## src/rtl/rhc_pkg.sv

```systemverilog
// rhc_pkg: shared constants, types and queue entry format of the rgb/hsv converter
`default_nettype none
package rhc_pkg;
    // field formats
    localparam int CHANNEL_BITS  = 8;
    localparam int HUE_FRAC_BITS = 4;
    localparam int HUE_BITS      = HUE_FRAC_BITS + 9;
    localparam int SEC_BITS      = HUE_FRAC_BITS + 6;
    localparam int SECTOR_BITS   = 3;
    localparam int NUM_BITS      = CHANNEL_BITS + 3;
    localparam int PROD_BITS     = CHANNEL_BITS + SEC_BITS;
    localparam int DIVIDEND_BITS = CHANNEL_BITS + PROD_BITS;
    localparam int QUOT_BITS     = (HUE_BITS > CHANNEL_BITS) ? HUE_BITS : CHANNEL_BITS;

    // arithmetic constants
    localparam int CMAX     = (1 << CHANNEL_BITS) - 1;
    localparam int SEC      = 60 << HUE_FRAC_BITS;
    localparam int HFULL    = 6 * SEC;
    localparam int SEC_DEN  = CMAX * SEC;

    // default depth of the queue between front and back
    localparam int QUEUE_DEPTH = 2;

    typedef enum logic {
        OP_TO_HSV = 1'b0,
        OP_TO_RGB = 1'b1
    } op_t;

    // classified transaction as held in the queue
    typedef struct packed {
        op_t                      op;
        logic [CHANNEL_BITS-1:0]  red;
        logic [CHANNEL_BITS-1:0]  green;
        logic [CHANNEL_BITS-1:0]  blue;
        logic [CHANNEL_BITS-1:0]  sat;
        logic [CHANNEL_BITS-1:0]  val;
        logic [CHANNEL_BITS-1:0]  spread;
        logic [HUE_BITS-1:0]      hue;
        logic                     hue_und;
        logic                     grey;
        logic [SECTOR_BITS-1:0]   sector;
        logic [NUM_BITS-1:0]      num;
        logic [PROD_BITS-1:0]     s_fr;
        logic [PROD_BITS-1:0]     s_fr_c;
    } item_t;
endpackage
`default_nettype wire

```

## src/rtl/rhc_fifo.sv

```systemverilog
// rhc_fifo: short queue of classified transactions between front and back
`default_nettype none
module rhc_fifo #(
    parameter int DEPTH = rhc_pkg::QUEUE_DEPTH
) (
    input  wire logic            aclk,
    input  wire logic            aresetn,
    input  wire logic            push,
    input  wire rhc_pkg::item_t  push_data,
    output logic                 full,
    input  wire logic            pop,
    output rhc_pkg::item_t       pop_data,
    output logic                 empty
);
    localparam int PW = $clog2(DEPTH);
    localparam int CW = $clog2(DEPTH + 1);

    rhc_pkg::item_t mem_reg [0:DEPTH-1];
    logic [PW-1:0]  wr_ptr_reg;
    logic [PW-1:0]  wr_ptr_next;
    logic [PW-1:0]  rd_ptr_reg;
    logic [PW-1:0]  rd_ptr_next;
    logic [CW-1:0]  count_reg;
    logic [CW-1:0]  count_next;

    assign full     = (count_reg == CW'(DEPTH));
    assign empty    = (count_reg == '0);
    assign pop_data = mem_reg[rd_ptr_reg];

    // pointer and count update
    always_comb begin
        wr_ptr_next = wr_ptr_reg;
        rd_ptr_next = rd_ptr_reg;
        count_next  = count_reg;
        if (push) wr_ptr_next = (wr_ptr_reg == PW'(DEPTH - 1)) ? '0 : wr_ptr_reg + 1'b1;
        if (pop) rd_ptr_next = (rd_ptr_reg == PW'(DEPTH - 1)) ? '0 : rd_ptr_reg + 1'b1;
        if (push && !pop) count_next = count_reg + 1'b1;
        else if (pop && !push) count_next = count_reg - 1'b1;
    end

    always_ff @(posedge aclk) begin
        if (!aresetn) begin
            wr_ptr_reg <= '0;
            rd_ptr_reg <= '0;
            count_reg  <= '0;
        end else begin
            wr_ptr_reg <= wr_ptr_next;
            rd_ptr_reg <= rd_ptr_next;
            count_reg  <= count_next;
        end
    end

    // storage
    always_ff @(posedge aclk) begin
        if (push) mem_reg[wr_ptr_reg] <= push_data;
    end

    a_no_overflow: assert property (@(posedge aclk) disable iff (!aresetn)
        full |-> !push) else $error("queue written while full");
    a_no_underflow: assert property (@(posedge aclk) disable iff (!aresetn)
        empty |-> !pop) else $error("queue read while empty");
    a_count_up: assert property (@(posedge aclk) disable iff (!aresetn)
        push && !pop |=> count_reg == $past(count_reg) + 1'b1)
        else $error("queue count did not follow a push");
endmodule
`default_nettype wire

```

## config.mk

```make
export PLATFORM = sky130hd
export DESIGN_NAME = rhc_fifo
export DESIGN_NICKNAME = d
export VERILOG_FILES = /design/src/rtl/rhc_pkg.sv /design/src/rtl/rhc_fifo.sv
export SDC_FILE = /design/constraint.sdc
export NUM_CORES = 1
export LEC_CHECK = 0
export BUFFER_PORTS_ARGS = -buffer_cell sky130_fd_sc_hd__buf_2
export CORE_MARGIN = 2
export CORE_UTILIZATION = 44
export CTS_BUF_LIST = sky130_fd_sc_hd__clkbuf_16
export DETAILED_ROUTE_END_ITERATION = 8
export PLACE_DENSITY = 0.69
export SYNTH_ARGS = -nofsm -noshare
export SYNTH_HDL_FRONTEND = slang
export SYNTH_SLANG_ARGS = --single-unit
```

## constraint.sdc

```tcl
create_clock -name aclk -period 13.9 [get_ports aclk]
set_input_delay 4.17 -clock aclk [delete_from_list [all_inputs] [get_ports aclk]]
set_output_delay 4.17 -clock aclk [all_outputs]
set_load 0.005 [all_outputs]
```

Word-level counts from Yosys, hierarchy flattened. Memory sizes are Yosys's and may differ from the RTL's. A register that Yosys moved wholly into a read port is not among the register bits. Cells that the tools add are included.

$add $sub $neg: 4. Equality and inequality tests: 1. Mux-type cells: 8. Reduce and logical (&&, ||, !) cells: 6.

Operators with widths (count): $mux W1 (6); $mux W2 (2); $add A1 B1 Y1 const B (2); $add A2 B1 Y2 const B (1); $eq A2 B2 Y1 const B (1); $logic_and A1 B1 Y1 (2); $logic_not A1 Y1 (2); $logic_not A2 Y1 (1); $reduce_bool A2 Y1 (1); $sub A2 B1 Y2 const B (1).

Register bits: 4. Memory bits (writable): 228. Bits of input ports: 118. Output and inout port bits: 116. Logic and storage cells: 23. Memories: 1.

Memory list: mem_reg (words 2, width 114, rd ports 1, clocked after Yosys merged registers in 1, write ports 1, RTL line rhc_fifo.sv:18) `rhc_pkg::item_t mem_reg [0:DEPTH-1];`.

Depth between registers and ports, before layout. Gate-level depths: netlist of the first run.

Word-level depth: 4. Gate-level depth with buffers: 5. Mapped depth without buffers: 5.

Least setup slack after synthesis of the first run. OpenSTA, ideal clock, no wires.

Path type: input port to flip-flop. From: input port push. To: memory mem_reg[0][0] (netlist name), enable pin. Library setup time: 0.602 ns. Arrival time: 9.151 ns. Data required time: 13.298 ns. Path slack: 4.147 ns. Stages on the path: 1. Buffers on the path: 0. Path through: nor2b_1.

Longest elaborated chain between the ends: 2.

RTL lines: start: declaration (RTL line rhc_fifo.sv:8) `input wire logic push,`; $mux W1 (RTL line rhc_fifo.sv:55) `if (push) mem_reg[wr_ptr_reg] <= push_data;`; $mux W1 (not written as such) (RTL line rhc_fifo.sv:55); end: declaration (RTL line rhc_fifo.sv:18).

Every way passes these cells.

==> out/results.txt, run 1 <==
overall routed net length = 15800 um
Num CTS Buffers = 25
syn_nets = 496
Setup Crit Path Kind = flip-flop to output port
cell type with the highest aggregate area in the netlist = edfxtp_1
Crit. End Element = output port
number of global-route vias before repair = 4505
drt initial violations = 226
Ys Warns = 0
cell area after synthesis = 8690 um^2
total of max-cap violations = 0
Placement Setup Slack = 7.20 ns
worst slew pin tran = 1.11 ns
global-route wire length before repair = 23200 um
Nets = 747
share of layout cells above drive strength 1 = 59.4%
CP arrival = 2.93 ns
max FFs per register = 228
RSZ-0062 raised after global routing = false
setup bufs post-CTS = 0
clock sinks = 233
hpwl dp = 10300 um
initial antenna violation count = 3
FILL cells = 1543
final setup fails = 0
largest net degree at the start of global routing = 80
sequential share of the synthesized area = 79.9%
pins over their slew limit = 0
Tot Pwr = 1.54 mW
IO Port Bufs = 233
post-route setup slack = 6.80 ns
Initial Util = 44.8%
row count = 51
syn avg cell area = 23.1 um^2
r2r setup slk = 11.30 ns
Relative slew margins = 25.9%
Worst Hold Class = flip-flop to flip-flop
DRT Pass-1 Iters = 4
DIE AREA = 20900 um^2
Total Routing Usage GR = 14.4%
CP Max Fanout = 70
outcome = finished clean
Routed WL per cell = 17.4 um
CTS Root Cell = clkbuf_16
worst path required time = 9.73 ns
GR Overflow Total = 0
Hold Violations, Final = 0
Clock Path Buffers = 3
total number of vias = 4382
drt drc = 0
I/O pin count = 234
Post-Syn Instances = 377
Max rail drop VDD = 0.105 mV
top cell type's share of synthesized area = 78.8%
Post-CTS Hold Fix Bufs = 0
Fmax = 141 MHz
Clock Latency Late Sink = 0.50 ns
area growth from synthesis to layout = 24.5%
post-cts sizing count = 0
Worst setup SP type = flip-flop
footprint of the multi-input gates = 1630 um^2
flops & latches, synth = 233
die width = 145 um
clock period minus worst slack = 7.10 ns
ANT nets after route = 0
Layout Skew = 0.00646 ns
final worst-path cycle share = 51.1%
Util after Layout = 55.8%
Die Span Y = 145 um
register area = 6950 um^2
synth unique cells = 18
PD cells = 142 nW/um^2
Leakage = 4.22 nW
Clock transition at path regs = 0.06 ns
vias per std cell = 4.81
Area contributors post-synth = edfxtp_1 (79%), mux2_4 (10%), mux2_2 (7.0%)
H-tree depth = 1
Fin Setup TNS = 0 ns
gpl congestion = 0.767
core area = 19400 um^2
CTS tree = done
==> power by group <==
group	switching (mW)	total, mW	internal (mW)	leakage (nW)
Combinational	0.0648	0.148	0.0832	1.65
Sequential	0.0154	0.828	0.813	2.18
Clock	0.241	0.563	0.322	0.385
Total	0.321	1.54	1.22	4.22
==> area by class of cell <==
| class | count | share of cell area, % |
|---|---|---|
| Sequential cell | 233 | 64.2 |
| Tap cell | 265 | 3.06 |
| Clock inverter | 19 | 0.706 |
| Clock buffer | 25 | 5.78 |
| Timing Repair Buffer | 237 | 11.1 |
| Antenna cell | 1 | 0.0231 |
| Inverter | 1 | 0.0347 |
| Multi-Input combinational cell | 130 | 15.1 |
==> stage by stage <==
stage	hold slack [ns]	cell area [um^2]	instances
floorplan	0.466	8690	377
global placement	0.482	10100	866
detailed placement	0.529	10100	866
CTS	0.539	10800	910
global route	0.568	10800	911
finish	0.556	10800	911
==> cell usage after synthesis <==
master and count:
buf_6 7, nor2_1 1, a21boi_1 1, inv_1 1
o21a_1 1, or3_1 1, ha_1 1, nor2b_1 3
buf_2 5, mux2_2 54, xnor2_1 1, edfxtp_1 228
and2_1 4, mux2_4 60, buf_8 1, xor2_1 2
dfxtp_1 5, o21ai_0 1
==> cells in the final DEF (no fill, tap or decap), types with 3 or more instances in the layout <==
| cell type | Yosys | final |
|---|---|---|
| clkinv_2 | 0 | 4 |
| dfxtp_1 | 5 | 4 |
| and2_1 | 4 | 3 |
| edfxtp_1 | 228 | 228 |
| buf_2 | 5 | 233 |
| clkbuf_16 | 0 | 25 |
| mux2_4 | 60 | 60 |
| inv_1 | 1 | 11 |
| clkinv_1 | 0 | 5 |
| mux2_2 | 54 | 54 |
| buf_4 | 0 | 4 |
==> cell families (layout without fill, tap and decap cells) <==
logic type / after synthesis / in the layout / synth area share (%)
compound gates: 3 / 3 / 0.230
xor+xnor: 3 / 3 / 0.302
buf+inv: 14 / 282 / 1.41
mux: 114 / 114 / 17.4
fa+ha+maj: 1 / 1 / 0.144
flops: 233 / 233 / 79.9
other cells: 0 / 1 / 0
simple gates: 9 / 9 / 0.619
==> routing by layer <==
metal / GRT usage [%] / up-vias / part of all wire [%]
met4: 4.24 / 2 / 1.9
met3: 5.50 / 33 / 9.9
met5: 0 / - / 0.10
met2: 24.6 / 177 / 49
met1: 17.1 / 2172 / 39
li1: - / 1998 / -
==> path summary, 6_finish.rpt <==
path	to	cells past startpoint	start
worst max-delay path	pop_data[111]	3	flip-flop
worst min-delay path	count_reg[1]$_SDFFE_PN0P_	2	count_reg[1]$_SDFFE_PN0P_
worst max register to register	mem_reg[0][32]$_DFFE_PP_	3	wr_ptr_reg$_SDFFE_PN0P_
worst min register to register	count_reg[1]$_SDFFE_PN0P_	2	count_reg[1]$_SDFFE_PN0P_
==> worst max-delay path: stages, from the launching register on <==
cell and delay [ns]:
dfxtp_4 0.87, buf_4 0.90, mux2_2 0.44, buf_2 0.13
Note: power is estimated with default switching activity, not from simulation.
==> run 2, diff against run 1 <==
--- a/config.mk
+++ b/config.mk
@@ -5,6 +5,7 @@
 export SDC_FILE = /design/constraint.sdc
 export NUM_CORES = 1
 export LEC_CHECK = 0
+export ABC_AREA = 1
 export BUFFER_PORTS_ARGS = -buffer_cell sky130_fd_sc_hd__buf_2
 export CORE_MARGIN = 2
 export CORE_UTILIZATION = 44
==> constraint.sdc (replaced) <==
create_clock -name aclk -period 6.58 [get_ports aclk]
set_input_delay 1.974 -clock aclk [delete_from_list [all_inputs] [get_ports aclk]]
set_output_delay 1.974 -clock aclk [all_outputs]
set_load 0.005 [all_outputs]
==> out/results.txt, run 2 <==
outcome = finished clean
Relative slew margins = 19.6%
final worst-path cycle share = 70.5%
Fin Setup TNS = 0 ns
drt initial violations = 203
buffers plus inverters on the worst setup path = 2
Fmax = 215 MHz
Min Hold Slack = 0.508 ns
Routed WL per cell = 17.6 um
area growth from synthesis to layout = 26.2%
DIE AREA = 20900 um^2
Post-Syn Instances = 390
cell area after synthesis = 8700 um^2
worst slew pin tran = 1.21 ns
clock network power share = 41.2%
largest net degree at the start of global routing = 90
syn avg cell area = 22.3 um^2
ys async rst share = 0%
hpwl dp = 10700 um
PD cells = 314 nW/um^2
DRT Pass-1 Iters = 4
footprint of the multi-input gates = 1610 um^2
final setup fails = 0
Net Sw Frac = 20.1%
Critical Path, Cell by Cell = buf_4, mux2_2, buf_2
Clock Latency Late Sink = 0.50 ns
setup bufs post-CTS = 0
flops & latches, synth = 233
Clock Path Buffers = 3
Placement Setup Slack = 2.36 ns
ANT nets after route = 0
predominant post-synthesis flop cell = edfxtp_1
Area contributors post-synth = edfxtp_1 (79%), mux2_4 (10%), mux2_2 (7.0%)
Ys Warns = 0
number of global-route vias before repair = 4576
total of max-cap violations = 0
Layout Skew = 0.00842 ns
Util after Layout = 56.4%
most numerous cell in the Yosys netlist = edfxtp_1
Crit. End Element = output port
vias per std cell = 4.78
commonest non-fill, non-tap cells in the layout = buf_2 (233), edfxtp_1 (228), mux2_4 (60)
dpl cells = 880
CP Max Fanout = 71
most common cell after layout, fill and taps aside = buf_2
total number of vias = 4429
CTS Root Cell = clkbuf_16
IO Port Bufs = 233
clock period minus worst slack = 4.64 ns
top cell type's share of synthesized area = 78.7%
share of layout cells above drive strength 1 = 59.1%
synth cell count leaders = edfxtp_1 (228), mux2_4 (60), mux2_2 (54), nor2_1 (9)
Crit path max-delay family = flip-flops
gpl congestion = 0.727
Setup Crit Path Kind = flip-flop to output port
Initial Util = 44.7%
switching power of the nets = 0.695 mW
max FFs per register = 228
Hold Violations, Final = 0
synth unique cells = 15
global-route wire length before repair = 23300 um
pins over their slew limit = 0
Clock transition at path regs = 0.06 ns
Leakage = 4.31 nW
Num CTS Buffers = 25
Die Span Y = 145 um
initial antenna violation count = 1
Nets = 761
sequential share of the synthesized area = 79.8%
Int Pwr = 2.76 mW
CTS tree = done
I/O pin count = 234
post-route insts no fill = 927
Worst setup SP type = flip-flop
clock sinks = 233
register area = 6950 um^2
RSZ-0062 raised after global routing = false
GR Overflow Total = 0
CP arrival = 2.67 ns
worst path required time = 4.61 ns
die width = 145 um
Total Routing Usage GR = 14.6%
FILL cells = 1481
Design Area, Final = 11000 um^2
H-tree depth = 1
Post-CTS Hold Fix Bufs = 0
Comb pwr share = 8.0%
syn_nets = 509
Max rail drop VDD = 0.222 mV
overall routed net length = 16300 um
Post-synth EDFFs = 228
cell type with the highest aggregate area in the netlist = edfxtp_1
Worst Hold Class = flip-flop to flip-flop
core area = 19500 um^2
post-cts sizing count = 0
post-route setup slack = 1.94 ns
Post-DP Area = 10100 um^2
drt drc = 0
Reg power frac = 50.8%
critical path's largest stage delay = 1.14 ns
row count = 51
Worst path slowest cell = dfxtp_4
Tot Pwr = 3.45 mW
## run 2: metal layers
metal	vias to the layer above	share of wire, %	wire (um)	global-route usage (%)
met5	-	0	0	0
met1	2183	40	6460	17.9
li1	2038	-	-	-
met4	0	1.5	252	4.19
met2	183	50	8140	25.6
met3	25	9.1	1480	3.81
## run 2: tightest hold or removal path: cells and delay by family, from the launching register on
kind	cells	cell delay [ns]
DFF	1	0.33
and+or+nand+nor	2	0.14
## run 2: worst paths after layout
check,start,to,slack (ns),cells past startpoint
worst max-delay path,flip-flop,pop_data[14],1.94,3
worst min-delay path,rd_ptr_reg$_SDFFE_PN0P_,flip-flop,0.51,2
worst max register to register,wr_ptr_reg$_SDFFE_PN0P_,mem_reg[1][64]$_DFFE_PP_,4.38,3
worst min register to register,rd_ptr_reg$_SDFFE_PN0P_,flip-flop,0.51,2
## run 2: cell type report
class / count / share of cell area [%]
inverter: 8 / 0.296
sequential: 233 / 63.3
clock inverter: 20 / 2.03
multi-input combinational: 136 / 14.7
clock buffer: 25 / 5.69
tap: 265 / 3.02
timing repair buffer: 238 / 11.0
antenna: 2 / 0.0456
## run 2: cells by family (layout without fill, tap and decap cells)
| family | after synthesis | count (layout) | share of synthesized area, % |
|---|---|---|---|
| other | 0 | 2 | 0 |
| AO/OA/AOI/OAI | 2 | 2 | 0.115 |
| multiplexers | 114 | 114 | 17.3 |
| AND/OR/NAND/NOR | 19 | 19 | 0.863 |
| buffers and inverters | 21 | 291 | 1.71 |
| flip-flops | 233 | 233 | 79.8 |
| adder cells (fa/ha/maj) | 1 | 1 | 0.144 |
## run 2: power by group through the flow
stage | Combinational [mW] | Clock, mW | Sequential (mW)
after global routing | 0.303 | 1.52 | 1.76
final | 0.277 | 1.42 | 1.76
after floorplan | 0.165 | 0 | 1.77
after global placement | 0.272 | 0 | 1.78
after CTS | 0.281 | 1.46 | 1.76
after detailed placement | 0.280 | 0 | 1.79
