===== config.mk =====
export PLATFORM = sky130hd
export DESIGN_NAME = rhc_front
export DESIGN_NICKNAME = d
export VERILOG_FILES = /design/src/rtl/rhc_pkg.sv /design/src/rtl/rhc_front.sv
export SDC_FILE = /design/constraint.sdc
export NUM_CORES = 1
export LEC_CHECK = 0
export BUFFER_PORTS_ARGS = -buffer_cell sky130_fd_sc_hd__buf_2
export CORE_UTILIZATION = 54
export DETAILED_ROUTE_END_ITERATION = 12
export PLACE_DENSITY_LB_ADDON = 0.08
export SLEW_MARGIN = 5
export SYNTH_ARGS = -nofsm -noshare
export SYNTH_HDL_FRONTEND = slang
export SYNTH_SLANG_ARGS = --single-unit
export TNS_END_PERCENT = 1

===== constraint.sdc =====
create_clock -name vclk -period 13.61
set_clock_uncertainty 0.2 [all_clocks]
set_input_delay 2.0415 -clock vclk [all_inputs]
set_output_delay 2.0415 -clock vclk [all_outputs]
set_load 0.1 [all_outputs]

===== src/rtl/rhc_pkg.sv =====
// rhc_pkg: shared constants, types and queue entry format of the rgb/hsv converter
`default_nettype none
package rhc_pkg;
    // field formats
    localparam int CHANNEL_BITS  = 8;
    localparam int HUE_FRAC_BITS = 4;
    localparam int HUE_BITS      = HUE_FRAC_BITS + 9;
    localparam int SEC_BITS      = HUE_FRAC_BITS + 6;
    localparam int SECTOR_BITS   = 3;
    localparam int NUM_BITS      = CHANNEL_BITS + 3;
    localparam int PROD_BITS     = CHANNEL_BITS + SEC_BITS;
    localparam int DIVIDEND_BITS = CHANNEL_BITS + PROD_BITS;
    localparam int QUOT_BITS     = (HUE_BITS > CHANNEL_BITS) ? HUE_BITS : CHANNEL_BITS;

    // arithmetic constants
    localparam int CMAX     = (1 << CHANNEL_BITS) - 1;
    localparam int SEC      = 60 << HUE_FRAC_BITS;
    localparam int HFULL    = 6 * SEC;
    localparam int SEC_DEN  = CMAX * SEC;

    // default depth of the queue between front and back
    localparam int QUEUE_DEPTH = 2;

    typedef enum logic {
        OP_TO_HSV = 1'b0,
        OP_TO_RGB = 1'b1
    } op_t;

    // classified transaction as held in the queue
    typedef struct packed {
        op_t                      op;
        logic [CHANNEL_BITS-1:0]  red;
        logic [CHANNEL_BITS-1:0]  green;
        logic [CHANNEL_BITS-1:0]  blue;
        logic [CHANNEL_BITS-1:0]  sat;
        logic [CHANNEL_BITS-1:0]  val;
        logic [CHANNEL_BITS-1:0]  spread;
        logic [HUE_BITS-1:0]      hue;
        logic                     hue_und;
        logic                     grey;
        logic [SECTOR_BITS-1:0]   sector;
        logic [NUM_BITS-1:0]      num;
        logic [PROD_BITS-1:0]     s_fr;
        logic [PROD_BITS-1:0]     s_fr_c;
    } item_t;
endpackage
`default_nettype wire


===== src/rtl/rhc_front.sv =====
// rhc_front: classifies an incoming pixel (max/min, hue sector, products for the back end)
`default_nettype none
module rhc_front (
    input  wire rhc_pkg::op_t                        operation,
    input  wire logic [rhc_pkg::CHANNEL_BITS-1:0]    in_red,
    input  wire logic [rhc_pkg::CHANNEL_BITS-1:0]    in_green,
    input  wire logic [rhc_pkg::CHANNEL_BITS-1:0]    in_blue,
    input  wire logic [rhc_pkg::HUE_BITS-1:0]        in_hue,
    input  wire logic                                in_hue_undefined,
    input  wire logic [rhc_pkg::CHANNEL_BITS-1:0]    in_saturation,
    input  wire logic [rhc_pkg::CHANNEL_BITS-1:0]    in_value,
    output rhc_pkg::item_t                           item
);
    localparam int CB = rhc_pkg::CHANNEL_BITS;
    localparam int HB = rhc_pkg::HUE_BITS;
    localparam int WB = CB + 4;

    logic [CB-1:0]                   mx;
    logic [CB-1:0]                   mn;
    logic [CB-1:0]                   d;
    logic [WB-1:0]                   num_w;
    logic [HB-1:0]                   h_eff;
    logic [rhc_pkg::SECTOR_BITS-1:0] sector;
    logic [HB-1:0]                   fr_w;
    logic [rhc_pkg::SEC_BITS-1:0]    fr;
    logic [rhc_pkg::SEC_BITS-1:0]    fr_c;

    // max, min and spread
    always_comb begin
        mx = in_red;
        mn = in_red;
        if (in_green > mx) mx = in_green;
        if (in_blue > mx) mx = in_blue;
        if (in_green < mn) mn = in_green;
        if (in_blue < mn) mn = in_blue;
        d = mx - mn;
    end

    // hue numerator, sector chosen by the largest channel
    always_comb begin
        if (in_green == mx) begin
            num_w = (WB'(d) << 1) + WB'(in_blue) - WB'(in_red);
        end else if (in_blue == mx) begin
            num_w = (WB'(d) << 2) + WB'(in_red) - WB'(in_green);
        end else if (in_green < in_blue) begin
            num_w = WB'(6) * WB'(d) + WB'(in_green) - WB'(in_blue);
        end else begin
            num_w = WB'(in_green) - WB'(in_blue);
        end
    end

    // effective hue, sector and position within the sector
    always_comb begin
        h_eff = ((in_hue >= HB'(rhc_pkg::HFULL)) || in_hue_undefined) ? '0 : in_hue;
        sector = '0;
        for (int k = 1; k < 6; k++) begin
            if (h_eff >= HB'(k * rhc_pkg::SEC)) sector = rhc_pkg::SECTOR_BITS'(k);
        end
        fr_w = h_eff - HB'(32'(sector) * rhc_pkg::SEC);
        fr   = fr_w[rhc_pkg::SEC_BITS-1:0];
        fr_c = rhc_pkg::SEC_BITS'(rhc_pkg::SEC) - fr;
    end

    // queue entry
    always_comb begin
        item.op      = operation;
        item.red     = in_red;
        item.green   = in_green;
        item.blue    = in_blue;
        item.sat     = in_saturation;
        item.val     = (operation == rhc_pkg::OP_TO_HSV) ? mx : in_value;
        item.spread  = d;
        item.hue     = h_eff;
        item.hue_und = (operation == rhc_pkg::OP_TO_HSV) ? (d == '0) : in_hue_undefined;
        item.grey    = (in_saturation == '0) || in_hue_undefined;
        item.sector  = sector;
        item.num     = num_w[rhc_pkg::NUM_BITS-1:0];
        item.s_fr    = rhc_pkg::PROD_BITS'(in_saturation) * rhc_pkg::PROD_BITS'(fr);
        item.s_fr_c  = rhc_pkg::PROD_BITS'(in_saturation) * rhc_pkg::PROD_BITS'(fr_c);
    end
endmodule
`default_nettype wire


Yosys cells after proc, flatten, opt, wreduce, memory -nomap -nowiden
Index checks and enable logic that the tools add are counted.
{"block": "word_totals", "reg_bits": 0, "in_bits": 55, "output_inout_bits": 114, "word_cells": 46}
{"block": "op_classes", "n_addsub": 10, "mul": 4, "magnitude_cmp": 11, "n_eq_ne": 2, "muxes": 15, "reduce_logical": 4}
{"operator": "$mux W8", "count": 5}
{"operator": "$mul A8 B10 Y18", "count": 2}
{"operator": "$mux W11", "count": 3}
{"operator": "$ge A13 B12 Y1 const B", "count": 2}
{"operator": "$ge A13 B13 Y1 const B", "count": 2}
{"operator": "$lt A8 B8 Y1", "count": 3}
{"operator": "$sub A11 B8 Y11", "count": 2}
{"operator": "$eq A8 B8 Y1", "count": 2}
{"operator": "$gt A8 B8 Y1", "count": 2}
{"operator": "$logic_not A8 Y1", "count": 2}
{"operator": "$ge A13 B10 Y1 const B", "count": 1}
{"operator": "$ge A13 B11 Y1 const B", "count": 1}
{"operator": "$mux W13", "count": 1}
{"operator": "$mux W3", "count": 4}
{"operator": "$add A10 B8 Y11", "count": 1}
{"operator": "$add A11 B8 Y11", "count": 1}
{"operator": "$sub A10 B8 Y11", "count": 1}
{"operator": "$add A9 B8 Y10", "count": 1}
{"operator": "$mul A2 B8 Y10 const A", "count": 1}
{"operator": "$sub A10 B10 Y10", "count": 1}
{"operator": "$sub A10 B10 Y10 const A", "count": 1}
{"operator": "$sub A8 B8 Y9", "count": 1}
{"operator": "$sub A8 B8 Y8", "count": 1}
{"operator": "$mul A3 B4 Y4 const B", "count": 1}
{"operator": "other kinds (2)", "count": 4}

Depth between registers and ports, before layout
Gate-level depths: netlist of run 1.
{"block": "logic_depth", "ltp_word": 13, "ltp_mapped": 46, "ltp_nobuf": 44}

Least setup slack after synthesis of run 1
Ideal clock, no wire load.
{"block": "synth_timing", "path_kind": "input to output", "startpoint": "in in_hue[7] (netlist bit)", "endpoint": "out item[17] (netlist bit)", "arrival_ns": 12.427, "required_ns": 11.368, "setup_slack_ns": -1.059, "cell_stages": 36, "path_buffers": 1, "cell_sequence": "nor2_1 o21ai_0 a21oi_1 clkbuf_1 and2_1 nand3_1 or3b_2 a211oi_1 o21a_1 inv_1 fa_1 inv_1 ha_1 inv_1 ha_1 xor2_1 nor4bb_1 xor2_1 and2_1 fa_1 inv_1 fa_1 inv_1 fa_1 inv_1 fa_1 inv_1 ha_1 and2_1 o21ai_0 nand2b_1 a21oi_1 o21bai_1 a21o_1 a21oi_1 xnor2_1"}
{"element": "start: declaration", "line_no": "rhc_front.sv:8", "rtl": "input wire logic [rhc_pkg::HUE_BITS-1:0] in_hue,"}
{"element": "end: declaration", "line_no": "rhc_front.sv:12", "rtl": "output rhc_pkg::item_t item"}

==> flow_metrics.py, run 1 <==
metrics = {
    "outcome": {
        "outcome": "completed",
    },
    "die": {
        "coreArea_um2": 18770,
        "die_w_um": 140.6,
        "die-area_um2": 19770,
        "start_util": 0.5527,
        "die_y_um": 140.6,
        "rows": 50,
        "ios": 169,
    },
    "timing": {
        "worst_pin_slew_ns": 1.021,
        "hold_ws_ns": 4.299,
        "rsz0062_at_grt": "yes",
        "setup_viol": 0,
        "period_share": 0.9628,
        "max_freq_mhz": 76.31,
        "period_needed_ns": 13.10,
        "max-slew-margin-rel": 0.3020,
        "maxSlewViolCount": 0,
        "hold_viol_final": 0,
    },
    "finish": {
        "seq_area_um2": 0,
        "final_area_um2": 11450,
        "final_cells": 1671,
        "nFillCells": 1757,
        "nets": 1776,
        "drive_above_1_share": 0.1705,
        "insertedDiodeCount": 0,
        "syn_to_final_growth_pct": 10.37,
        "design.seq.count": 0,
        "multiInputGateArea_um2": 9223,
        "clockBufferCount": 0,
    },
    "drt": {
        "vias": 9119,
        "drtPass1Iterations": 5,
        "viasPerCell": 5.457,
        "wl_per_cell_um": 15.97,
        "ant_nets": 0,
        "drtIter0Drc": 557,
        "routed_wl_um": 26690,
        "drc": 0,
    },
    "synth": {
        "yosysWarnings": 0,
        "syn_nets": 1660,
        "syn_area_per_cell_um2": 7.840,
        "syn_area_um2": 10370,
        "syn-instance-count": 1323,
        "ys_types": 78,
        "synth_area_leader_cell": "fa_1",
        "yosysSeqAreaShare": 0,
        "synth_top_area_frac": 0.2393,
        "synth_area_leaders": "fa_1 24%, ha_1 19%, inv_1 8.5%",
    },
    "global_routing": {
        "grt_start_max_net_pins": 42,
        "gr-total-overflow": 0,
        "grt_pass1_vias": 8875,
        "track_usage": 0.2776,
        "grt_pass1_wl_um": 44680,
        "antenna_found_initial": 1,
    },
    "placed_design": {
        "portBuffers": 169,
        "hpwlAfterDp_um": 22630,
        "gp_congestion": 0.9187,
        "place_area_um2": 11330,
        "placedCellCount": 1671,
    },
    "worst_setup_path": {
        "cpMaxStageDelayCell": "or4_1",
        "crit_fanout": 8,
        "crit_type": "in -> out",
        "cp-start-kind": "input pin",
        "critPathRequiredTime_ns": 11.37,
        "end_kind": "output pin",
        "cp_data_arrival_time_ns": 10.86,
        "cpPeakStageDelay_ns": 0.53,
    },
    "clock_network": {
        "holdBufCountCts": 0,
        "ctsResizeCount": 0,
        "postCtsSetupBuffers": 0,
    },
    "worst_hold_path": {
        "hold_class": "in -> out",
    },
    "flow_run": {
        "drv_cap": 0,
    },
}
-- metrics by stage --
stage          worst slack, ns  TNS (ns)  utilization
3_5_place_dp            0.2173         0       0.6037
2_1_floorplan          -0.7398    -5.511            -
3_3_place_gp            0.4910         0       0.6037
5_1_grt               -0.02771  -0.04576       0.6100
4_1_cts                 0.1776         0       0.6037
6_report                0.5060         0       0.6100
-- layout by cell type, fill, tap and decap left out, drive strengths merged, types with 4 or more instances in the layout --
master  Yosys  final
mux2i       8      8
a22oi       5      5
o31ai       8      8
a21oi      78     78
o21a       11     11
buf        37    188
inv       235    235
ha        158    158
nor3        8      8
nor2b      22     22
nand3      12     12
a211oi     13     13
and2       71     71
nor2       73     73
o211ai      9      9
o21bai     12     12
and3       30     30
mux2        5      5
xnor2      61     61
nor4       10     10
nand2b     25     25
a211o       4      4
a21o       28     28
a21boi      5      5
fa        124    124
xor2       19     19
o21ai      67     67
nand2     107    107
and4        4      4
-- worst paths after layout --
path | slack (ns) | end | from | cells after the start
worst max-delay path | 0.51 | item[45] | in_red[5] | 44
worst min-delay path | 4.30 | item[112] | in_red[7] | 2
-- final cells by class --
cell class / instances / share of cell area
multi-input cells: 1014 / 0.8056
inverters: 235 / 0.07727
repair buffers: 188 / 0.09158
well taps: 234 / 0.02557
-- kinds of logic after synthesis --
group                    count (synthesis)  share of synthesized area
multiplexers                            13                    0.01315
XOR/XNOR                                82                    0.07274
adder cells (fa/ha/maj)                282                     0.4299
AO/OA/AOI/OAI                          263                     0.1730
AND/OR/NAND/NOR                        374                     0.1856
buffers and inverters                  309                     0.1256
-- critical path: cells and delay by family --
family | cells | cell delay (ns)
buf+inv | 6 | 0.71
fa+ha+maj | 7 | 2.27
xor+xnor | 2 | 0.28
simple gates | 13 | 2.46
compound gates | 16 | 3.09
-- routing by layer --
metal / routed length (um) / global-route usage / part of all wire / vias up
met2: 11940 / 0.4550 / 0.45 / 253
met5: 0 / 0 / 0 / -
met4: 195 / 0.02117 / 0.0073 / 0
met1: 13260 / 0.4203 / 0.50 / 4340
met3: 1287 / 0.01325 / 0.048 / 17
li1: - / - / - / 4509
-- synthesized netlist by cell type, types with 3 or more instances --
master,number
inv_1,234
ha_1,158
fa_1,124
nand2_1,105
a21oi_1,77
nor2_1,71
and2_1,70
xnor2_1,60
o21ai_0,59
clkbuf_1,37
buf_4,35
and3_1,30
a21o_1,28
nand2b_1,25
nor2b_1,21
xor2_1,19
nand3_1,12
o21bai_1,12
a211oi_1,11
nor4_1,10
o21a_1,10
mux2i_1,8
nor3_1,7
o211ai_1,7
a21boi_0,5
a22oi_1,5
mux2_2,5
o21ai_1,5
a211o_1,4
and4_1,4
o21ai_2,3
o311ai_0,3
o31ai_1,3
o31ai_2,3
Power of run 1 is left out: the tool's default activity adds up to more than one toggle a clock period on the data nets, which glitch-free logic cannot reach.
==> run 2: changes to the inputs <==
- clock period: 13.61 -> 11.9 ns (I/O delays scaled with it)
==> run 2 against run 1 <==
Effect of this change:
- global-route usage rose by 0.69 points
- flip-flop and latch count stayed put
- final area rose by 8.3%
- via count up 4.9%
- final cell count rose by 3.3%
- worst setup slack lost 0.32 ns
- count of clock-buffer cells in the layout unchanged
- die area did not move
- non-clock buffer count is 55 higher
- routed wire length rose by 3.9%
- critical path type unchanged
- highest routed layer unchanged
==> flow_metrics.py, run 2 (same netlist as run 1, synthesis figures left out) <==
metrics = {
    "outcome": {
        "outcome": "completed",
    },
    "finish": {
        "final_common_cell": "inv_1",
        "final_area_um2": 12400,
        "final_cell_mix": "230 x inv_1, 151 x buf_2, 148 x ha_1",
        "utilization": 0.6609,
        "multiInputGateArea_um2": 9573,
        "clockBufferCount": 0,
        "nFillCells": 1653,
        "seq_area_um2": 0,
        "drive_above_1_share": 0.2332,
        "insertedDiodeCount": 0,
        "design.seq.count": 0,
        "syn_to_final_growth_pct": 19.59,
        "nets": 1831,
    },
    "drt": {
        "ant_nets": 0,
        "viasPerCell": 5.541,
        "wl_per_cell_um": 16.07,
        "routed_wl_um": 27730,
        "drtPass1Iterations": 5,
        "vias": 9563,
        "drtIter0Drc": 741,
        "drc": 0,
    },
    "global_routing": {
        "grt_start_max_net_pins": 42,
        "track_usage": 0.2845,
        "met3_usage": 0.02378,
        "grt_pass1_vias": 9145,
        "use_met1": 0.4308,
        "antenna_found_initial": 0,
        "use_met2": 0.4529,
        "gr-total-overflow": 0,
        "grt_pass1_wl_um": 45820,
        "top_usage_layer": "met2",
    },
    "timing": {
        "max-slew-margin-rel": 0.3926,
        "setup_viol": 0,
        "period_share": 0.9846,
        "hold_viol_final": 0,
        "worst_pin_slew_ns": 0.9083,
        "fin_tns_setup_ns": 0,
        "rsz0062_at_grt": "yes",
        "period_needed_ns": 11.72,
        "maxSlewViolCount": 0,
        "max_freq_mhz": 85.35,
    },
    "die": {
        "coreArea_um2": 18770,
        "ios": 169,
        "die-area_um2": 19770,
        "die_w_um": 140.6,
        "start_util": 0.5527,
        "rows": 50,
        "die_y_um": 140.6,
    },
    "placed_design": {
        "gp_congestion": 0.9266,
        "portBuffers": 169,
        "hpwlAfterDp_um": 23080,
        "place_area_um2": 11930,
    },
    "worst_setup_path": {
        "cp-start-kind": "input pin",
        "critPathRequiredTime_ns": 9.92,
        "crit_fanout": 6,
        "end_kind": "output pin",
        "cp_data_arrival_time_ns": 9.73,
        "cpPeakStageDelay_ns": 0.54,
        "cpMaxStageDelayCell": "or4_4",
        "crit_type": "in -> out",
    },
    "clock_network": {
        "holdBufCountCts": 0,
    },
    "worst_hold_path": {
        "worstHoldPathCells": 2,
        "hold_class": "in -> out",
    },
    "flow_run": {
        "drv_cap": 0,
    },
}
run 2: layout make-up:
| type | count | share of cell area |
|---|---|---|
| inverters | 235 | 0.07131 |
| repair buffers | 243 | 0.1333 |
| well taps | 234 | 0.02360 |
| multi-input cells | 1014 | 0.7717 |
run 2: worst paths after layout:
| path | startpoint | end | slack (ns) |
|---|---|---|---|
| setup / recovery | in_red[3] | item[46] | 0.18 |
| hold / removal | in_red[2] | item[107] | 3.79 |
run 2: critical path: cells and delay by family:
kind | cells | cell delay (ns)
mux | 1 | 0.28
fa+ha+maj | 7 | 2.01
xor+xnor | 1 | 0.13
simple gates | 10 | 2.03
compound gates | 17 | 2.92
buf+inv | 6 | 0.52
run 2: layer usage:
layer  wire length [um]  vias to the layer above
met5                  0                        -
met4                432                        0
met3               1830                       30
met2              12100                      338
met1              13370                     4562
li1                   -                     4633
run 2: what timing repair did:
action                     4_1_cts  5_1_grt
cloned                           0        0
pin swaps                        0       26
setup buffers                    1       11
resized for setup                5       74
setup endpoints to repair        5       10
run 2: metrics by stage:
| stage | cells | setup WS (ns) | hold slack, ns |
|---|---|---|---|
| 3_5_place_dp | 1714 | -0.1699 | 3.792 |
| 4_1_cts | 1715 | -0.01531 | 3.792 |
| 6_report | 1726 | 0.1838 | 3.790 |
| 2_1_floorplan | 1323 | -0.9006 | 3.582 |
| 5_1_grt | 1726 | -0.1834 | 3.798 |
| 3_3_place_gp | 1714 | 0.08872 | 3.791 |
Power of run 2 is left out for the same reason.
