==> src/rtl/rhc_pkg.sv <==
// rhc_pkg: shared constants, types and queue entry format of the rgb/hsv converter
`default_nettype none
package rhc_pkg;
    // field formats
    localparam int CHANNEL_BITS  = 8;
    localparam int HUE_FRAC_BITS = 4;
    localparam int HUE_BITS      = HUE_FRAC_BITS + 9;
    localparam int SEC_BITS      = HUE_FRAC_BITS + 6;
    localparam int SECTOR_BITS   = 3;
    localparam int NUM_BITS      = CHANNEL_BITS + 3;
    localparam int PROD_BITS     = CHANNEL_BITS + SEC_BITS;
    localparam int DIVIDEND_BITS = CHANNEL_BITS + PROD_BITS;
    localparam int QUOT_BITS     = (HUE_BITS > CHANNEL_BITS) ? HUE_BITS : CHANNEL_BITS;

    // arithmetic constants
    localparam int CMAX     = (1 << CHANNEL_BITS) - 1;
    localparam int SEC      = 60 << HUE_FRAC_BITS;
    localparam int HFULL    = 6 * SEC;
    localparam int SEC_DEN  = CMAX * SEC;

    // default depth of the queue between front and back
    localparam int QUEUE_DEPTH = 2;

    typedef enum logic {
        OP_TO_HSV = 1'b0,
        OP_TO_RGB = 1'b1
    } op_t;

    // classified transaction as held in the queue
    typedef struct packed {
        op_t                      op;
        logic [CHANNEL_BITS-1:0]  red;
        logic [CHANNEL_BITS-1:0]  green;
        logic [CHANNEL_BITS-1:0]  blue;
        logic [CHANNEL_BITS-1:0]  sat;
        logic [CHANNEL_BITS-1:0]  val;
        logic [CHANNEL_BITS-1:0]  spread;
        logic [HUE_BITS-1:0]      hue;
        logic                     hue_und;
        logic                     grey;
        logic [SECTOR_BITS-1:0]   sector;
        logic [NUM_BITS-1:0]      num;
        logic [PROD_BITS-1:0]     s_fr;
        logic [PROD_BITS-1:0]     s_fr_c;
    } item_t;
endpackage
`default_nettype wire

==> src/rtl/rhc_div.sv <==
// rhc_div: pipelined restoring divider, one quotient bit per stage
`default_nettype none
module rhc_div #(
    parameter int NW = rhc_pkg::DIVIDEND_BITS,
    parameter int DW = rhc_pkg::PROD_BITS,
    parameter int QW = rhc_pkg::QUOT_BITS
) (
    input  wire logic          aclk,
    input  wire logic          en,
    input  wire logic [NW-1:0] dividend,
    input  wire logic [DW-1:0] divisor,
    output logic      [QW-1:0] quotient
);
    localparam int SW = (NW > DW + QW) ? NW : DW + QW;

    logic [NW-1:0] rem_reg [0:QW-1];
    logic [DW-1:0] den_reg [0:QW-1];
    logic [QW-1:0] quo_reg [0:QW-1];

    for (genvar k = 0; k < QW; k++) begin : g_stage
        localparam int B = QW - 1 - k;
        logic [NW-1:0] rem_cur;
        logic [DW-1:0] den_cur;
        logic [QW-1:0] quo_cur;
        logic [SW-1:0] sub;
        logic          ge;

        if (k == 0) begin : g_first
            assign rem_cur = dividend;
            assign den_cur = divisor;
            assign quo_cur = '0;
        end else begin : g_next
            assign rem_cur = rem_reg[k-1];
            assign den_cur = den_reg[k-1];
            assign quo_cur = quo_reg[k-1];
        end

        // trial subtract of the shifted divisor
        assign sub = SW'(den_cur) << B;
        assign ge  = (SW'(rem_cur) >= sub);

        always_ff @(posedge aclk) begin
            if (en) begin
                rem_reg[k] <= ge ? NW'(SW'(rem_cur) - sub) : rem_cur;
                den_reg[k] <= den_cur;
                quo_reg[k] <= {quo_cur[QW-2:0], ge};
            end
        end
    end

    assign quotient = quo_reg[QW-1];
endmodule
`default_nettype wire

==> src/rtl/rhc_back.sv <==
// rhc_back: operand set-up, two shared dividers and result assembly
`default_nettype none
module rhc_back (
    input  wire logic                               aclk,
    input  wire logic                               aresetn,
    input  wire logic                               in_valid,
    output logic                                    in_ready,
    input  wire rhc_pkg::item_t                     in_item,
    output logic                                    m_valid,
    input  wire logic                               m_ready,
    output logic [rhc_pkg::CHANNEL_BITS-1:0]        m_out_red,
    output logic [rhc_pkg::CHANNEL_BITS-1:0]        m_out_green,
    output logic [rhc_pkg::CHANNEL_BITS-1:0]        m_out_blue,
    output logic [rhc_pkg::HUE_BITS-1:0]            m_out_hue,
    output logic                                    m_out_hue_undefined,
    output logic [rhc_pkg::CHANNEL_BITS-1:0]        m_out_saturation,
    output logic [rhc_pkg::CHANNEL_BITS-1:0]        m_out_value
);
    localparam int CB = rhc_pkg::CHANNEL_BITS;
    localparam int HB = rhc_pkg::HUE_BITS;
    localparam int NW = rhc_pkg::DIVIDEND_BITS;
    localparam int DW = rhc_pkg::PROD_BITS;
    localparam int QW = rhc_pkg::QUOT_BITS;
    localparam int PW = 2 * CB;

    logic           en;
    logic           setup_valid_reg;
    rhc_pkg::item_t setup_item_reg;
    logic [NW-1:0]  dvd_reg [0:1];
    logic [DW-1:0]  dvs_reg [0:1];
    logic [NW-1:0]  dvd_next [0:1];
    logic [DW-1:0]  dvs_next [0:1];
    logic [QW-1:0]  quo [0:1];
    logic [PW-1:0]  p_prod;
    logic [PW-1:0]  p_sum;
    logic [CB-1:0]  p_next;
    logic [CB-1:0]  p_setup_reg;
    logic [CB-1:0]  p_div_reg [0:QW-1];
    logic           div_valid_reg [0:QW-1];
    rhc_pkg::item_t div_item_reg [0:QW-1];
    rhc_pkg::item_t last_item;
    logic           out_valid_reg;
    rhc_pkg::item_t out_item_reg;
    logic [CB-1:0]  red_reg, green_reg, blue_reg, sat_reg, val_reg;
    logic [CB-1:0]  red_next, green_next, blue_next, sat_next, val_next;
    logic [HB-1:0]  hue_reg, hue_next;
    logic           und_reg, und_next;
    logic [CB-1:0]  p, q, t;

    // whole pipeline moves unless the result register is stalled
    assign en       = !out_valid_reg || m_ready;
    assign in_ready = en;

    // divider operands: hue or q, and saturation or t
    always_comb begin
        if (in_item.op == rhc_pkg::OP_TO_HSV) begin
            dvd_next[0] = NW'(rhc_pkg::SEC) * NW'(in_item.num);
            dvs_next[0] = (in_item.spread == '0) ? DW'(1) : DW'(in_item.spread);
            dvd_next[1] = NW'(rhc_pkg::CMAX) * NW'(in_item.spread);
            dvs_next[1] = (in_item.val == '0) ? DW'(1) : DW'(in_item.val);
        end else begin
            dvd_next[0] = NW'(in_item.val) * NW'(DW'(rhc_pkg::SEC_DEN) - in_item.s_fr);
            dvs_next[0] = DW'(rhc_pkg::SEC_DEN);
            dvd_next[1] = NW'(in_item.val) * NW'(DW'(rhc_pkg::SEC_DEN) - in_item.s_fr_c);
            dvs_next[1] = DW'(rhc_pkg::SEC_DEN);
        end
    end

    // p divides by cmax: (x + (x >> CB) + 1) >> CB is exact for x up to cmax squared
    always_comb begin
        p_prod = PW'(in_item.val) * PW'(CB'(rhc_pkg::CMAX) - in_item.sat);
        p_sum  = p_prod + (p_prod >> CB) + PW'(1);
        p_next = p_sum[PW-1:CB];
    end

    // operand set-up stage
    always_ff @(posedge aclk) begin
        if (en) begin
            setup_item_reg <= in_item;
            p_setup_reg    <= p_next;
            for (int i = 0; i < 2; i++) begin
                dvd_reg[i] <= dvd_next[i];
                dvs_reg[i] <= dvs_next[i];
            end
        end
    end

    for (genvar i = 0; i < 2; i++) begin : g_div
        rhc_div #(.NW(NW), .DW(DW), .QW(QW)) u_div (
            .aclk     (aclk),
            .en       (en),
            .dividend (dvd_reg[i]),
            .divisor  (dvs_reg[i]),
            .quotient (quo[i])
        );
    end

    // side data travelling with the dividers
    always_ff @(posedge aclk) begin
        if (en) begin
            div_item_reg[0] <= setup_item_reg;
            p_div_reg[0]    <= p_setup_reg;
            for (int k = 1; k < QW; k++) begin
                div_item_reg[k] <= div_item_reg[k-1];
                p_div_reg[k]    <= p_div_reg[k-1];
            end
        end
    end

    // valid bits of every stage
    always_ff @(posedge aclk) begin
        if (!aresetn) begin
            setup_valid_reg <= 1'b0;
            for (int k = 0; k < QW; k++) div_valid_reg[k] <= 1'b0;
            out_valid_reg <= 1'b0;
        end else if (en) begin
            setup_valid_reg  <= in_valid;
            div_valid_reg[0] <= setup_valid_reg;
            for (int k = 1; k < QW; k++) div_valid_reg[k] <= div_valid_reg[k-1];
            out_valid_reg <= div_valid_reg[QW-1];
        end
    end

    // result assembly
    assign last_item = div_item_reg[QW-1];
    assign q = quo[0][CB-1:0];
    assign t = quo[1][CB-1:0];
    assign p = p_div_reg[QW-1];

    always_comb begin
        red_next   = last_item.red;
        green_next = last_item.green;
        blue_next  = last_item.blue;
        hue_next   = last_item.hue;
        und_next   = last_item.hue_und;
        sat_next   = last_item.sat;
        val_next   = last_item.val;
        if (last_item.op == rhc_pkg::OP_TO_HSV) begin
            hue_next = last_item.hue_und ? '0 : quo[0][HB-1:0];
            sat_next = quo[1][CB-1:0];
        end else if (last_item.grey) begin
            red_next   = last_item.val;
            green_next = last_item.val;
            blue_next  = last_item.val;
        end else begin
            case (last_item.sector)
                3'd0: begin red_next = last_item.val; green_next = t; blue_next = p; end
                3'd1: begin red_next = q; green_next = last_item.val; blue_next = p; end
                3'd2: begin red_next = p; green_next = last_item.val; blue_next = t; end
                3'd3: begin red_next = p; green_next = q; blue_next = last_item.val; end
                3'd4: begin red_next = t; green_next = p; blue_next = last_item.val; end
                default: begin red_next = last_item.val; green_next = p; blue_next = q; end
            endcase
        end
    end

    // result register
    always_ff @(posedge aclk) begin
        if (en) begin
            out_item_reg <= last_item;
            red_reg      <= red_next;
            green_reg    <= green_next;
            blue_reg     <= blue_next;
            hue_reg      <= hue_next;
            und_reg      <= und_next;
            sat_reg      <= sat_next;
            val_reg      <= val_next;
        end
    end

    assign m_valid             = out_valid_reg;
    assign m_out_red           = red_reg;
    assign m_out_green         = green_reg;
    assign m_out_blue          = blue_reg;
    assign m_out_hue           = hue_reg;
    assign m_out_hue_undefined = und_reg;
    assign m_out_saturation    = sat_reg;
    assign m_out_value         = val_reg;

    a_grey_hue_zero: assert property (@(posedge aclk) disable iff (!aresetn)
        m_valid && out_item_reg.op == rhc_pkg::OP_TO_HSV && und_reg |-> hue_reg == '0)
        else $error("undefined hue not cleared");
    a_hue_in_range: assert property (@(posedge aclk) disable iff (!aresetn)
        m_valid |-> hue_reg < HB'(rhc_pkg::HFULL))
        else $error("hue result out of range");
    a_grey_channels: assert property (@(posedge aclk) disable iff (!aresetn)
        m_valid && out_item_reg.op == rhc_pkg::OP_TO_RGB && out_item_reg.grey
        |-> red_reg == val_reg && green_reg == val_reg && blue_reg == val_reg)
        else $error("achromatic request gave unequal channels");
endmodule
`default_nettype wire

==> config.mk <==
export PLATFORM = sky130hd
export DESIGN_NAME = rhc_back
export DESIGN_NICKNAME = d
export VERILOG_FILES = /design/src/rtl/rhc_pkg.sv /design/src/rtl/rhc_div.sv /design/src/rtl/rhc_back.sv
export SDC_FILE = /design/constraint.sdc
export NUM_CORES = 2
export LEC_CHECK = 0
export ABC_AREA = 1
export BUFFER_PORTS_ARGS = -buffer_cell sky130_fd_sc_hd__buf_2
export CORE_MARGIN = 4
export CORE_UTILIZATION = 35
export DETAILED_ROUTE_END_ITERATION = 16
export REMOVE_ABC_BUFFERS = 1
export SLEW_MARGIN = 20
export SYNTH_ARGS = -nofsm -noshare
export SYNTH_HDL_FRONTEND = slang
export SYNTH_SLANG_ARGS = --single-unit
export TNS_END_PERCENT = 50
==> constraint.sdc <==
create_clock -name aclk -period 47.1 [get_ports aclk]
set_input_delay 2.355 -clock aclk [delete_from_list [all_inputs] [get_ports aclk]]
set_output_delay 2.355 -clock aclk [all_outputs]
set_load 0.02 [all_outputs]
# After elaboration in Yosys (flattened, before gate mapping)
# Memories as Yosys holds them, arrays and structs flattened. A register that Yosys moved wholly into a read port is not among the register bits.
# Cells that the tools add are included.
dict set report word_totals {
  regBits 177
  elab_cells 183
  output_inout_bits 56
  mem_count 11
  mem_bits_rw 3169
}
# name depth word_bits rd rd_clocked_by_memory_dff wr line_no
set mem_list {}
lappend mem_list {div_item_reg 13 114 13 0 13 rhc_back.sv:40} ;# rhc_pkg::item_t div_item_reg [0:QW-1];
lappend mem_list {{g_div[0].u_div.rem_reg} 13 26 12 0 13 rhc_div.sv:16} ;# logic [NW-1:0] rem_reg [0:QW-1];
lappend mem_list {{g_div[1].u_div.rem_reg} 13 26 12 0 13 rhc_div.sv:16}
lappend mem_list {{g_div[0].u_div.den_reg} 13 18 12 0 13 rhc_div.sv:17} ;# logic [DW-1:0] den_reg [0:QW-1];
lappend mem_list {{g_div[1].u_div.den_reg} 13 18 12 0 13 rhc_div.sv:17}
lappend mem_list {{g_div[0].u_div.quo_reg} 13 13 13 0 13 rhc_div.sv:18} ;# logic [QW-1:0] quo_reg [0:QW-1];
lappend mem_list {{+5 memories} - - - - - -}
dict set report classes {
  eq_ne 4
  addsub 31
  mux 60
  order_cmp 26
  bitwise 13
  n_reduce_logical 10
  n_mul 5
}
# cell n
set op_table {}
lappend op_table {{26-bit 2-to-1 mux} 26}
lappend op_table {{26-bit subtractor} 10}
lappend op_table {{8-bit 2-to-1 mux} 9}
lappend op_table {{8-bit case mux with 3 select lines} 3}
lappend op_table {{26-bit by 30-bit >= comparator with 1-bit output} 2}
lappend op_table {{26-bit by 29-bit >= comparator with 1-bit output} 2}
lappend op_table {{26-bit by 28-bit >= comparator with 1-bit output} 2}
lappend op_table {{26-bit by 27-bit >= comparator with 1-bit output} 2}
lappend op_table {{26-bit by 18-bit >= comparator with 1-bit output} 2}
lappend op_table {{26-bit by 19-bit >= comparator with 1-bit output} 2}
lappend op_table {{26-bit by 20-bit >= comparator with 1-bit output} 2}
lappend op_table {{26-bit by 21-bit >= comparator with 1-bit output} 2}
lappend op_table {{26-bit by 22-bit >= comparator with 1-bit output} 2}
lappend op_table {{26-bit by 23-bit >= comparator with 1-bit output} 2}
lappend op_table {{26-bit by 24-bit >= comparator with 1-bit output} 2}
lappend op_table {{26-bit by 25-bit >= comparator with 1-bit output} 2}
lappend op_table {{26-bit >= comparator} 2}
lappend op_table {{9-bit by 19-bit multiplier with 26-bit output} 2}
lappend op_table {{52-bit 2-to-1 mux} 1}
lappend op_table {{26-bit by 18-bit subtractor with 26-bit output} 2}
lappend op_table {{26-bit by 19-bit subtractor with 26-bit output} 2}
lappend op_table {{26-bit by 20-bit subtractor with 26-bit output} 2}
lappend op_table {{26-bit by 21-bit subtractor with 26-bit output} 2}
lappend op_table {{26-bit by 22-bit subtractor with 26-bit output} 2}
lappend op_table {{other kinds (22)} 62}

# Longest topological paths before layout
dict set report depth {
  word_depth 6
  ltp_mapped 34
}

# By module
# Synthesis repeated with hierarchy kept, for this count alone.
dict set report unflattened {
  hier_cells 13029
  area_unflattened_um2 126015.9
}
# module seq_area_each_um2 cells_per_inst n_inst area_each_um2
set by_module_without_submodules {}
lappend by_module_without_submodules {rhc_back 32170.9 3737 1 50194.4}
lappend by_module_without_submodules {{rhc_div (g_div[1].u_div)} 18587.8 4645 1 37980.2}
lappend by_module_without_submodules {{rhc_div (g_div[0].u_div)} 18587.8 4647 1 37841.3}

# Least setup slack after synthesis
# Ideal clock, no wire load.
dict set report synth_path {
  path_type {input to register}
  startpoint {input m_ready}
  endpoint {memory div_valid_reg[0]}
  arrival_ns 50.621
  setup_ns 0.241
  path_buffers 0
  setup_slack_ns -3.762
  stages 4
  cell_sequence {nor2_1 > inv_1 > nand2_1 > o22ai_1}
}
# item line_no
set synth_rtl {}
lappend synth_rtl {{start: declaration} rhc_back.sv:10} ;# input wire logic m_ready,
lappend synth_rtl {{end: declaration} rhc_back.sv:39} ;# logic div_valid_reg [0:QW-1];

# Worst setup path in the final report
dict set report layout_path {
  startpoint {input in_item[77] (netlist bit)}
  endpoint {register p_setup_reg[7] (data pin)}
}
dict set report layout_via {
  elab_chain_len 3
}
# item line_no
set layout_lines {}
lappend layout_lines {{start: declaration} rhc_back.sv:8} ;# input wire rhc_pkg::item_t in_item,
lappend layout_lines {{9-bit by 9-bit multiplier with 16-bit output} rhc_back.sv:71} ;# p_prod = PW'(in_item.val) * PW'(CB'(rhc_pkg::CMAX) - in_item.sat);
lappend layout_lines {{16-bit by 8-bit adder with 16-bit output} rhc_back.sv:72} ;# p_sum = p_prod + (p_prod >> CB) + PW'(1);
lappend layout_lines {{16-bit by 1-bit adder with 16-bit output} rhc_back.sv:72}
lappend layout_lines {{named net p_sum[15]} rhc_back.sv:35} ;# logic [PW-1:0] p_sum;
lappend layout_lines {{end signal: assignment} rhc_back.sv:80} ;# p_setup_reg <= p_next;
lappend layout_lines {{end: declaration} rhc_back.sv:37} ;# logic [CB-1:0] p_setup_reg;
# The timed path passes the listed nets, and every way through them passes these cells.
# A chain may end at the register's enable or synchronous reset.

==> metrics <==
total power 7.728 mW; first-pass GRT wire length 376600 µm; H-tree depth 4; CP Capture Type register; FF-to-FF path depth 8; Hold Path End div_item_reg[1][510]; via count 68.30k; Final WS setup 39.11 ns; CP most frequent cell nand2_1; grt total ovfl 0; IR drop worst, VDD 0.04180 mV; ANT nets after route 0; post-route insts no fill 14.27k; Total GRT Usage 0.1472; met3 wire len 9868 µm; Mapped Avg Cell Area 10.87 µm²; fin. max-slew vios 0; clock buffer depth 4; pin count of the biggest net entering global routing 160; setup_tns 0 ns; Place WS 38.28 ns; share of layout cells above drive strength 1 0.07321; register area share after synthesis 0.5663; Post-DP HPWL 179700 µm; Max-cap violations 0; drt wl/cell 16.48 µm; slowest stage cell, crit path fa_1; final instance area 0.1191 mm²; fmax 125.1 MHz; Setup Viol. Count Final 0; CTS resizes 0; slowest cell delay on critical path 0.55 ns; number of flip-flops in the largest register 765; Post-synth ARST share 0; initial drt markers 4336; Sink Count 2018; PwrDens 64.86 mW/mm²; multi-input logic area 0.03987 mm²; die extent in x 560.5 µm; Synth Flop Type edfxtp_1; die area 0.3141 mm²; CP bufs+invs 8; Synth Instances 9826; DRC 0; min Tclk post-route 7.994 ns; CTS tree done; R2R Setup Slk 42.09 ns; routed length on met1 104100 µm; Final period util 0.1697; CTS Root Cell clkbuf_16; starting density of the core 0.3522; WP data arrival 8.58 ns; row cnt 202; I/O Pins 174; die height 560.5 µm; critical path's top delay family adder cells; gpl congestion 0.9254; Register Area 0.06049 mm²; Leakage 50.98 nW; hold depth 0; Crit Path Class input port to register; Post-CTS Setup Repair Bufs 0; via/cell ratio 4.788; PortBufs 173; #FFs+latches synth 2018; hold_buf cts 0; drt total wl 235100 µm; unique cell type count in the Yosys netlist 80; CP Launch Type input port; Core Region 0.3033 mm²; Final nets 11.15k; Worst-path clk slew 0.06 ns; initial antenna violation count 13; cts bufs inserted 214; Crit Reg-Reg Endpoint div_item_reg[0][335]; min-delay src div_item_reg[1][396]; Crit Path Max Fanout 26; Area Growth Syn to Fin 11.54%; Ys Warns 0; EDFF count, synth 2007; Pre-antenna DRT Iters 6; placed insts 13.88k; Hold Path Class register to register; DR top layer met5; Slew headroom 0.2891; number of fill cells in the layout 28.99k; final hold violations 0; DR WL met2 112800 µm; status completed; RSZ-0062 raised after global routing no; vias in the first global route 70.09k; Post-Syn Area 0.1068 mm²; Worst-Skew Late Latency 0.88 ns; skew final 0.07235 ns; Post-Place Cell Area 0.1123 mm²; r2r startpoint m_valid; required time of the critical path 47.69 ns; Worst-Margin Slew 1.066 ns
[how the worst max path moves through the flow]
| stage | startpoint | endpoint | slack (ns) | cells after the start |
|---|---|---|---|---|
| after CTS | in_item[77] | p_setup_reg[7] | 39.20 | 30 |
| after floorplan | m_ready | div_valid_reg[0] | -3.76 | 4 |
| after detailed placement | in_item[76] | p_setup_reg[7] | 38.28 | 30 |
| after global routing | in_item[77] | p_setup_reg[7] | 38.60 | 30 |
| after global placement | in_item[76] | p_setup_reg[7] | 38.19 | 30 |
| final | in_item[77] | p_setup_reg[7] | 39.11 | 30 |
[kinds of logic after synthesis]
kind of cell / Yosys count / synth area share
AND/OR/NAND/NOR: 3382 / 0.1340
flip-flops: 2018 / 0.5663
buffers and inverters: 1669 / 0.06049
AO/OA/AOI/OAI: 1465 / 0.07754
adder cells (fa/ha/maj): 912 / 0.1303
XOR/XNOR: 378 / 0.03120
multiplexers: 2 / 0.0001991
[through the flow]
step	utilization	hold slack (ns)
floorplan	-	0.4003
global placement	0.3702	0.4014
detailed placement	0.3702	0.4045
CTS	0.3928	0.3828
global route	0.3928	0.3976
finish	0.3928	0.3870
[placed cells by master, fill, tap and decap left out, drive strengths merged, types with 253 or more instances in the layout]
master,instances
ha,578
nand2,1780
clkbuf,253
nand3,372
inv,1535
nor2,828
fa,334
a21oi,578
edfxtp,2007
o21ai,617
[report_power, final]
part	leakage (nW)	internal, mW	switching [mW]
registers	21.7	2.61	0.267
clock network	3.36	0.966	0.683
logic	25.9	1.17	2.03
[routing by layer]
| layer | global-route usage | vias up |
|---|---|---|
| li1 | - | 33966 |
| met1 | 0.1920 | 32352 |
| met2 | 0.2513 | 1482 |
| met3 | 0.02074 | 491 |
| met4 | 0.05011 | 4 |
| met5 | 0 | - |
[area by class of cell]
cell class                      instances  area share
Clock inverter                        134     0.01140
Sequential cell                      2018      0.5077
Timing Repair Buffer                  215     0.01012
Clock buffer                          253     0.04617
Tap cell                             3978     0.04177
Antenna cell                            1  0.00002100
Inverter                             1527     0.04819
Multi-Input combinational cell       6139      0.3346
[cells in the mapped netlist (all sizes together) (4+ instances only)]
library cell | instances | area [µm²]
a211oi | 12 | 100.1
a21boi | 12 | 90.08
a21o | 40 | 307.8
a21oi | 578 | 2945
a221oi | 11 | 102.6
a31oi | 28 | 175.2
a41oi | 5 | 43.79
and2 | 4 | 25.03
and3 | 7 | 45.05
buf | 70 | 454.2
clkbuf | 72 | 272.8
clkinv | 5 | 18.77
dfxtp | 11 | 220.2
edfxtp | 2007 | 60270
fa | 334 | 6686
ha | 578 | 7232
inv | 1522 | 5715
nand2 | 1780 | 6754
nand3 | 372 | 1932
nand3b | 36 | 290.3
nand4 | 99 | 625.6
nor2 | 828 | 3126
nor3 | 112 | 600.6
nor4 | 68 | 437.9
o2111ai | 4 | 35.03
o211ai | 15 | 112.6
o21a | 20 | 150.1
o21ai | 617 | 3291
o21bai | 54 | 405.4
o221ai | 17 | 148.9
o22ai | 27 | 168.9
o31ai | 11 | 82.58
or2 | 71 | 444.2
xnor2 | 147 | 1303
xor2 | 231 | 2031
[worst reg2reg max path: cells and delay by family (launching register included)]
family | cells | cell delay (ns)
buf+inv | 7 | 4.15
flops | 1 | 0.31
simple gates | 1 | 0.09
Note: power is estimated with default switching activity, not from simulation.
